[config.mk]
export PLATFORM = sky130hd
export DESIGN_NAME = text_console_cursor_controller_unit
export DESIGN_NICKNAME = d
export VERILOG_FILES = /design/src/design/tccc_pkg.sv /design/src/design/tccc_front.sv /design/src/design/tccc_back.sv /design/src/design/text_console_cursor_controller_unit.sv
export SDC_FILE = /design/constraint.sdc
export NUM_CORES = 1
export LEC_CHECK = 0
export ABC_AREA = 1
export BUFFER_PORTS_ARGS = -buffer_cell sky130_fd_sc_hd__buf_2
export CELL_PAD_IN_SITES_DETAIL_PLACEMENT = 1
export CELL_PAD_IN_SITES_GLOBAL_PLACEMENT = 2
export CORE_UTILIZATION = 34
export CTS_BUF_LIST = sky130_fd_sc_hd__clkbuf_4 sky130_fd_sc_hd__clkbuf_8
export DETAILED_ROUTE_END_ITERATION = 16
export PLACE_DENSITY_LB_ADDON = 0.1
export SYNTH_ARGS = -nofsm -noshare
export SYNTH_HDL_FRONTEND = slang
export SYNTH_SLANG_ARGS = --single-unit
[constraint.sdc]
create_clock -name clk -period 3.6 [get_ports clk]
set_clock_uncertainty 0.2 [all_clocks]
set_input_delay 0.72 -clock clk [delete_from_list [all_inputs] [get_ports clk]]
set_output_delay 0.72 -clock clk [all_outputs]
set_load 0.01 [all_outputs]
[src/design/tccc_pkg.sv]
`default_nettype none

package tccc_pkg;

    localparam int unsigned COL_W = 9;
    localparam int unsigned ROW_W = 8;
    localparam int unsigned WRAP_W = 16;
    localparam int unsigned CHAR_W = 8;
    localparam int unsigned COLOR_W = 32;
    localparam int unsigned CFG_IDX_W = 8;
    localparam int unsigned CFG_DATA_W = 32;
    localparam int unsigned COLS_CFG_W = 10;
    localparam int unsigned ROWS_CFG_W = 9;

    localparam logic [COLS_CFG_W-1:0] MAX_COLUMNS = 10'd512;
    localparam logic [ROWS_CFG_W-1:0] MAX_ROWS = 9'd256;

    localparam logic [CHAR_W-1:0] CH_NEWLINE = 8'd10;
    localparam logic [CHAR_W-1:0] CH_RETURN = 8'd13;
    localparam logic [CHAR_W-1:0] CH_BACKSPACE = 8'd8;
    localparam logic [CHAR_W-1:0] CH_SPACE = 8'd32;

    localparam logic [WRAP_W-1:0] WRAP_MAX = 16'hFFFF;

    localparam logic [CFG_IDX_W-1:0] REG_COLUMNS = 8'd0;
    localparam logic [CFG_IDX_W-1:0] REG_ROWS = 8'd1;
    localparam logic [CFG_IDX_W-1:0] REG_TEXT_COLOR = 8'd2;
    localparam logic [CFG_IDX_W-1:0] REG_BACK_COLOR = 8'd3;

    localparam logic [COL_W-1:0] RESET_COL_LAST = 9'd79;
    localparam logic [ROW_W-1:0] RESET_ROW_LAST = 8'd24;
    localparam logic [COLOR_W-1:0] RESET_TEXT_COLOR = 32'h00AA_AAAA;
    localparam logic [COLOR_W-1:0] RESET_BACK_COLOR = 32'h0000_0000;

    typedef enum logic [3:0] {
        OP_NEWLINE   = 4'b0001,
        OP_RETURN    = 4'b0010,
        OP_BACKSPACE = 4'b0100,
        OP_GLYPH     = 4'b1000
    } op_t;

    typedef struct packed {
        op_t              op;
        logic [CHAR_W-1:0] code;
    } queue_entry_t;

    typedef struct packed {
        logic [COL_W-1:0]   col_last;
        logic [ROW_W-1:0]   row_last;
        logic [COLOR_W-1:0] text_color;
        logic [COLOR_W-1:0] back_color;
        logic               home;
    } cursor_cfg_t;

endpackage

`default_nettype wire

[src/design/tccc_front.sv]
`default_nettype none

module tccc_front (
    input  wire logic                   clk,
    input  wire logic                   rst_n,
    input  wire logic                   in_valid,
    output logic                        in_ready,
    input  wire logic [7:0]             char_code,
    output logic                        head_valid,
    output tccc_pkg::queue_entry_t      head,
    input  wire logic                   pop
);
    import tccc_pkg::*;

    queue_entry_t entry_mem [2];
    queue_entry_t entry_in;
    logic         wr_ptr_reg;
    logic         wr_ptr_next;
    logic         rd_ptr_reg;
    logic         rd_ptr_next;
    logic [1:0]   count_reg;
    logic [1:0]   count_next;
    logic         push;
    logic         do_pop;

    always_comb
    begin
        entry_in.code = char_code;
        case (char_code)
            CH_NEWLINE:   entry_in.op = OP_NEWLINE;
            CH_RETURN:    entry_in.op = OP_RETURN;
            CH_BACKSPACE: entry_in.op = OP_BACKSPACE;
            default:      entry_in.op = OP_GLYPH;
        endcase
    end

    assign in_ready   = (count_reg != 2'd2);
    assign head_valid = (count_reg != 2'd0);
    assign head       = entry_mem[rd_ptr_reg];
    assign push       = in_valid && in_ready;
    assign do_pop     = pop && head_valid;

    always_comb
    begin
        wr_ptr_next = push ? ~wr_ptr_reg : wr_ptr_reg;
        rd_ptr_next = do_pop ? ~rd_ptr_reg : rd_ptr_reg;
        count_next  = count_reg;
        if (push && !do_pop)
        begin
            count_next = count_reg + 2'd1;
        end
        else if (!push && do_pop)
        begin
            count_next = count_reg - 2'd1;
        end
    end

    always_ff @(posedge clk or negedge rst_n)
    begin
        if (!rst_n)
        begin
            wr_ptr_reg <= 1'b0;
            rd_ptr_reg <= 1'b0;
            count_reg  <= 2'd0;
        end
        else
        begin
            wr_ptr_reg <= wr_ptr_next;
            rd_ptr_reg <= rd_ptr_next;
            count_reg  <= count_next;
        end
    end

    always_ff @(posedge clk)
    begin
        if (push)
        begin
            entry_mem[wr_ptr_reg] <= entry_in;
        end
    end

endmodule

`default_nettype wire

[src/design/tccc_back.sv]
`default_nettype none

module tccc_back (
    input  wire logic                   clk,
    input  wire logic                   rst_n,
    input  wire tccc_pkg::cursor_cfg_t  cfg,
    input  wire logic                   head_valid,
    input  wire tccc_pkg::queue_entry_t head,
    output logic                        pop,
    output logic                        out_valid,
    input  wire logic                   out_ready,
    output logic [8:0]                  cell_column,
    output logic [7:0]                  cell_row,
    output logic [7:0]                  glyph,
    output logic [31:0]                 fore_color,
    output logic [31:0]                 back_fill
);
    import tccc_pkg::*;

    logic [COL_W-1:0]   col_reg;
    logic [COL_W-1:0]   col_next;
    logic [ROW_W-1:0]   row_reg;
    logic [ROW_W-1:0]   row_next;
    logic [WRAP_W-1:0]  wrap_reg;
    logic [WRAP_W-1:0]  wrap_next;
    logic [ROW_W-1:0]   residue_reg;
    logic [ROW_W-1:0]   residue_next;
    logic               out_valid_reg;
    logic               out_valid_next;
    logic [COL_W-1:0]   out_col_reg;
    logic [ROW_W-1:0]   out_row_reg;
    logic [CHAR_W-1:0]  out_glyph_reg;
    logic [COLOR_W-1:0] out_fore_reg;
    logic [COLOR_W-1:0] out_back_reg;
    logic               emit;
    logic [COL_W-1:0]   emit_col;
    logic [ROW_W-1:0]   emit_row;
    logic [CHAR_W-1:0]  emit_glyph;
    logic [ROW_W-1:0]   row_inc;
    logic [ROW_W-1:0]   row_dec;
    logic [ROW_W:0]     row_back;
    logic               slot_free;

    assign row_inc = (row_reg == cfg.row_last) ? '0 : row_reg + 1'b1;
    assign row_dec = (row_reg == '0) ? cfg.row_last : row_reg - 1'b1;
    assign row_back = {1'b0, row_reg} + {1'b0, cfg.row_last} + 1'b1 - {1'b0, residue_reg};

    always_comb
    begin
        col_next     = col_reg;
        row_next     = row_reg;
        wrap_next    = wrap_reg;
        residue_next = residue_reg;
        emit         = 1'b0;
        emit_col     = col_reg;
        emit_row     = row_reg;
        emit_glyph   = head.code;
        case (head.op)
            OP_NEWLINE:
            begin
                col_next     = '0;
                row_next     = row_inc;
                wrap_next    = '0;
                residue_next = '0;
            end
            OP_RETURN:
            begin
                col_next = '0;
                if (row_reg >= residue_reg)
                begin
                    row_next = row_reg - residue_reg;
                end
                else
                begin
                    row_next = row_back[ROW_W-1:0];
                end
            end
            OP_BACKSPACE:
            begin
                emit_glyph = CH_SPACE;
                if (col_reg != '0)
                begin
                    col_next = col_reg - 1'b1;
                    emit     = 1'b1;
                    emit_col = col_next;
                end
                else if (wrap_reg != '0)
                begin
                    col_next     = cfg.col_last;
                    row_next     = row_dec;
                    wrap_next    = wrap_reg - 1'b1;
                    residue_next = (residue_reg == '0) ? cfg.row_last : residue_reg - 1'b1;
                    emit         = 1'b1;
                    emit_col     = col_next;
                    emit_row     = row_next;
                end
            end
            default:
            begin
                emit = 1'b1;
                if (col_reg == cfg.col_last)
                begin
                    col_next     = '0;
                    row_next     = row_inc;
                    wrap_next    = (wrap_reg != WRAP_MAX) ? wrap_reg + 1'b1 : wrap_reg;
                    residue_next = (residue_reg == cfg.row_last) ? '0 : residue_reg + 1'b1;
                end
                else
                begin
                    col_next = col_reg + 1'b1;
                end
            end
        endcase
    end

    assign slot_free = !out_valid_reg || out_ready;
    assign pop = head_valid && (slot_free || !emit);

    always_comb
    begin
        out_valid_next = out_valid_reg;
        if (pop && emit)
        begin
            out_valid_next = 1'b1;
        end
        else if (out_ready)
        begin
            out_valid_next = 1'b0;
        end
    end

    always_ff @(posedge clk or negedge rst_n)
    begin
        if (!rst_n)
        begin
            col_reg       <= '0;
            row_reg       <= '0;
            wrap_reg      <= '0;
            residue_reg   <= '0;
            out_valid_reg <= 1'b0;
        end
        else
        begin
            out_valid_reg <= out_valid_next;
            if (cfg.home)
            begin
                col_reg     <= '0;
                row_reg     <= '0;
                wrap_reg    <= '0;
                residue_reg <= '0;
            end
            else if (pop)
            begin
                col_reg     <= col_next;
                row_reg     <= row_next;
                wrap_reg    <= wrap_next;
                residue_reg <= residue_next;
            end
        end
    end

    always_ff @(posedge clk)
    begin
        if (pop && emit)
        begin
            out_col_reg   <= emit_col;
            out_row_reg   <= emit_row;
            out_glyph_reg <= emit_glyph;
            out_fore_reg  <= cfg.text_color;
            out_back_reg  <= cfg.back_color;
        end
    end

    assign out_valid   = out_valid_reg;
    assign cell_column = out_col_reg;
    assign cell_row    = out_row_reg;
    assign glyph       = out_glyph_reg;
    assign fore_color  = out_fore_reg;
    assign back_fill   = out_back_reg;

endmodule

`default_nettype wire

[src/design/text_console_cursor_controller_unit.sv]
`default_nettype none

// Text console cursor controller: takes one character byte per beat and emits at most one
// cell write (column, row, glyph, colors) per character. It sustains one character per
// clock cycle while the output is not stalled; the rate is set by the cursor update in
// the back end. A character goes from the queue register to the output register, where
// its cell write is held until taken. A two-entry queue separates character intake from
// the cursor update, and the output register lets the next character be accepted while
// a cell write waits to be taken. The configuration port is always ready; a write to any
// defined register homes the cursor and must only be issued while no character is in flight.

module text_console_cursor_controller_unit (
    input  wire logic        clk,
    input  wire logic        rst_n,
    input  wire logic        cfg_valid,
    output logic             cfg_ready,
    input  wire logic [7:0]  cfg_index,
    input  wire logic [31:0] cfg_data,
    input  wire logic        in_valid,
    output logic             in_ready,
    input  wire logic [7:0]  char_code,
    output logic             out_valid,
    input  wire logic        out_ready,
    output logic [8:0]       cell_column,
    output logic [7:0]       cell_row,
    output logic [7:0]       glyph,
    output logic [31:0]      fore_color,
    output logic [31:0]      back_fill
);
    import tccc_pkg::*;

    logic [COL_W-1:0]      col_last_reg;
    logic [ROW_W-1:0]      row_last_reg;
    logic [COLOR_W-1:0]    text_color_reg;
    logic [COLOR_W-1:0]    back_color_reg;
    logic                  cfg_write;
    logic [COLS_CFG_W-1:0] cols_value;
    logic [ROWS_CFG_W-1:0] rows_value;
    logic [COLS_CFG_W-1:0] cols_minus;
    logic [ROWS_CFG_W-1:0] rows_minus;
    logic [COL_W-1:0]      col_last_next;
    logic [ROW_W-1:0]      row_last_next;
    cursor_cfg_t           cfg;
    logic                  head_valid;
    queue_entry_t          head;
    logic                  pop;

    assign cfg_ready  = 1'b1;
    assign cfg_write  = cfg_valid && cfg_ready;
    assign cols_value = cfg_data[COLS_CFG_W-1:0];
    assign rows_value = cfg_data[ROWS_CFG_W-1:0];
    assign cols_minus = cols_value - 1'b1;
    assign rows_minus = rows_value - 1'b1;

    always_comb
    begin
        if (cols_value == '0)
        begin
            col_last_next = '0;
        end
        else if (cols_value > MAX_COLUMNS)
        begin
            col_last_next = '1;
        end
        else
        begin
            col_last_next = cols_minus[COL_W-1:0];
        end
        if (rows_value == '0)
        begin
            row_last_next = '0;
        end
        else if (rows_value > MAX_ROWS)
        begin
            row_last_next = '1;
        end
        else
        begin
            row_last_next = rows_minus[ROW_W-1:0];
        end
    end

    always_ff @(posedge clk or negedge rst_n)
    begin
        if (!rst_n)
        begin
            col_last_reg   <= RESET_COL_LAST;
            row_last_reg   <= RESET_ROW_LAST;
            text_color_reg <= RESET_TEXT_COLOR;
            back_color_reg <= RESET_BACK_COLOR;
        end
        else if (cfg_write)
        begin
            case (cfg_index)
                REG_COLUMNS:    col_last_reg   <= col_last_next;
                REG_ROWS:       row_last_reg   <= row_last_next;
                REG_TEXT_COLOR: text_color_reg <= cfg_data;
                REG_BACK_COLOR: back_color_reg <= cfg_data;
                default:        ;
            endcase
        end
    end

    assign cfg.col_last   = col_last_reg;
    assign cfg.row_last   = row_last_reg;
    assign cfg.text_color = text_color_reg;
    assign cfg.back_color = back_color_reg;
    assign cfg.home       = cfg_write && (cfg_index inside {REG_COLUMNS, REG_ROWS,
                            REG_TEXT_COLOR, REG_BACK_COLOR});

    tccc_front u_front (
        .clk        (clk),
        .rst_n      (rst_n),
        .in_valid   (in_valid),
        .in_ready   (in_ready),
        .char_code  (char_code),
        .head_valid (head_valid),
        .head       (head),
        .pop        (pop)
    );

    tccc_back u_back (
        .clk         (clk),
        .rst_n       (rst_n),
        .cfg         (cfg),
        .head_valid  (head_valid),
        .head        (head),
        .pop         (pop),
        .out_valid   (out_valid),
        .out_ready   (out_ready),
        .cell_column (cell_column),
        .cell_row    (cell_row),
        .glyph       (glyph),
        .fore_color  (fore_color),
        .back_fill   (back_fill)
    );

endmodule

`default_nettype wire

==> impl_metrics.ini <==
[outcome]
status = finished, final reports clean

[pwr]
clkPwrFrac = 0.204
power.internal_mw = 7.85
p_sw_mw = 5.93
power.share.sequential = 0.325
switching_share = 0.430
p_leak_nw = 7.44
p_per_area_nw_per_um2 = 898
peakVddDrop_mv = 0.543
pwr-share-comb = 0.472

[critical_path]
crit_chain = inv_2 > nand2_1 > nand2_1 > nand2_1 > nor2_4 > buf_4 > nor2_1 > nand2_2 > nand2_2 > inv_2 > nand3_4 > nand2_1 > nand2_1
reg2reg_to = u_back.wrap_reg[9]
slowest_stage = nor2_4
cpLargestDelayFamily = simple AND/OR/NAND/NOR gates
arrival_ps = 3490
crit_path_max_fanout = 32
startpoint = u_front.rd_ptr_reg
criticalPathCategory = register to register
path_common_cell = nand2_1
reg2regPathDepth = 13
rr_startpoint = u_front.rd_ptr_reg
ff2ff_setup_slack_ps = 350
cp_num_buf_inv = 3
cp-start-kind = register
crit_path_end_kind = register
required_ps = 3840
cp_slowest_stage_delay_ps = 490

[cells_and_area]
syn_to_final_growth_pct = 18.0
n_fill_cell = 4582
final_area_sq_um = 15300
drive_gt1_frac = 0.179
fin_nets = 1793

[die]
die_y_um = 198
die_area_sq_um = 39000
rows = 71
die_w_um = 198
coreArea_sq_um = 37700
start_util = 0.345
ios = 145

[route]
vias_per_cell = 4.81
drc = 0
wl_mm = 39.1
first_pass_iters = 4
num_vias = 10721
detail-route-antenna-nets = 0
wl_per_cell_um = 17.5
drtIter0Drc = 519

[logic_synthesis]
synth_area_sq_um = 13000
synthArstFlopShare = 0.529
synth_edf_count = 113
yosysMostFrequentCell = nand2_1
yosysTopAreaCell = edfxtp_1
ys_warn_count = 0
synthFlopType = edfxtp_1
ys_types = 45
synth_top_cells_by_count = 397 x nand2_1, 171 x inv_1, 130 x nor2_1, 113 x edfxtp_1, 111 x o21ai_0
netlist_instances = 1510
yosys-top-cells-area = edfxtp_1 26%, dfrtp_1 21%, nand2_1 11%
seq_area_frac_synth = 0.507
avgSynthCellArea_sq_um = 8.61
ys_ff_latch = 240
synth_nets = 1621
synth.top_cell.area_share = 0.261

[clock_network]
cts.sinks = 240
cts-root-buf = clkbuf_8
h-tree-depth = 2
cts_tree = yes
cts_buffers = 43
path_clk_slew_ps = 60
clock_latency_ps = 560
cts.path.max_buffers = 3
cts_setup_buffers = 0

[hold_path]
hp-start = char_code[6]
hold_class = input port to register
whs_path_depth = 1
whs_endpoint = u_front.entry_mem[1][6]

[grt]
grt_util_all_layers = 0.207
antenna_found_initial = 1
overflow = 0
grt_max_degree = 90
grt_first_pass_wirelength_mm = 62.8
grt_pass1_vias = 11384

[timing]
fin_crit_ps = 3250
worstMarginPinSlew_ps = 667
rsz0062_at_grt = no
max_freq_mhz = 308
hold_violations = 0
maxSlewHeadroom = 0.555
maxSlewViolCount = 0
setup_viol = 0
tns_ps = 0
finalCritPeriodShare = 0.902

[placed_design]
place_hpwl_mm = 29.1
portBuffers = 143
postPlaceCellArea_sq_um = 14400
gp_congestion = 0.842

[flow_run]
max-cap-violations = 0
worst register-to-register path, delay by kind of cell (launching register included):
family / cells / cell delay (ps)
buf+inv: 3 / 950
simple gates: 10 / 1540
flops: 1 / 440
kinds of logic (layout without fill, tap and decap cells):
kind of cell,after synthesis,count (layout),share of synthesized area
AOI/OAI and AO/OA,212,212,0.0885
adders and majority gates,58,58,0.0610
and+or+nand+nor,722,722,0.238
DFF,240,240,0.507
other,1,2,0.000289
xor gates and xnor gates,55,55,0.0371
buffers and inverters,222,429,0.0679
routing by layer:
metal,global-route usage,wire [um],vias to the layer above
met4,0.0551,788,0
met1,0.278,18400,5159
met5,0,0,-
met3,0.0333,1570,49
li1,-,-,5320
met2,0.344,18300,193
timing repair:
action                    4_1_cts  5_1_grt
hold buffers                    1        0
hold endpoints to repair       46        0
gates resized for setup         0        0
final cells by class:
class / count / area (sq um) / share of cell area
flip-flops and latches: 240 / 6600 / 0.430
repair buffers: 169 / 945 / 0.0616
clock inverters: 10 / 140 / 0.00913
diodes: 1 / 2.50 / 0.000163
well taps: 511 / 639 / 0.0417
clock buffers: 70 / 813 / 0.0530
inverters: 180 / 679 / 0.0443
multi-input cells: 1048 / 5530 / 0.360
power by group through the flow:
stage,clock network (mW),logic (mW),registers [mW]
floorplan,0,4.22,4.65
global placement,0,6.49,4.53
detailed placement,0,6.60,4.54
CTS,2.89,6.64,4.50
global route,3.00,7.43,4.58
finish,2.80,6.50,4.48
how the worst max path moves through the flow:
stage          slack [ps]  cells after the start                  end
2_1_floorplan         300                      9  u_back.back_fill[0]
3_3_place_gp          460                     13  u_back.wrap_reg[13]
3_5_place_dp          330                     13   u_back.wrap_reg[9]
4_1_cts               320                     13   u_back.wrap_reg[9]
5_1_grt                20                     13  u_back.wrap_reg[10]
6_report              350                     13   u_back.wrap_reg[9]
stage by stage:
| stage | setup WS [ps] | hold slack, ps | power [mW] | util | instances |
|---|---|---|---|---|---|
| detailed placement | 335 | 231 | 11.1 | 0.382 | 2147 |
| CTS | 319 | 141 | 14.0 | 0.407 | 2228 |
| finish | 354 | 178 | 13.8 | 0.407 | 2229 |
| global route | 22.3 | 145 | 15.0 | 0.407 | 2229 |
| floorplan | 295 | 224 | 8.88 | - | 1510 |
| global placement | 459 | 230 | 11.0 | 0.382 | 2147 |
placed cells by master, fill, tap and decap left out, types with 24 or more instances in the layout:
cell,instances
clkbuf_4,24
nand3_1,101
o21ai_0,111
clkbuf_8,46
edfxtp_1,113
nor2_1,130
ha_1,49
a21oi_1,50
inv_1,170
nand2_1,396
dfrtp_1,108
xor2_1,39
nand4_1,31
buf_2,142
Note: power is estimated with default switching activity, not from simulation.
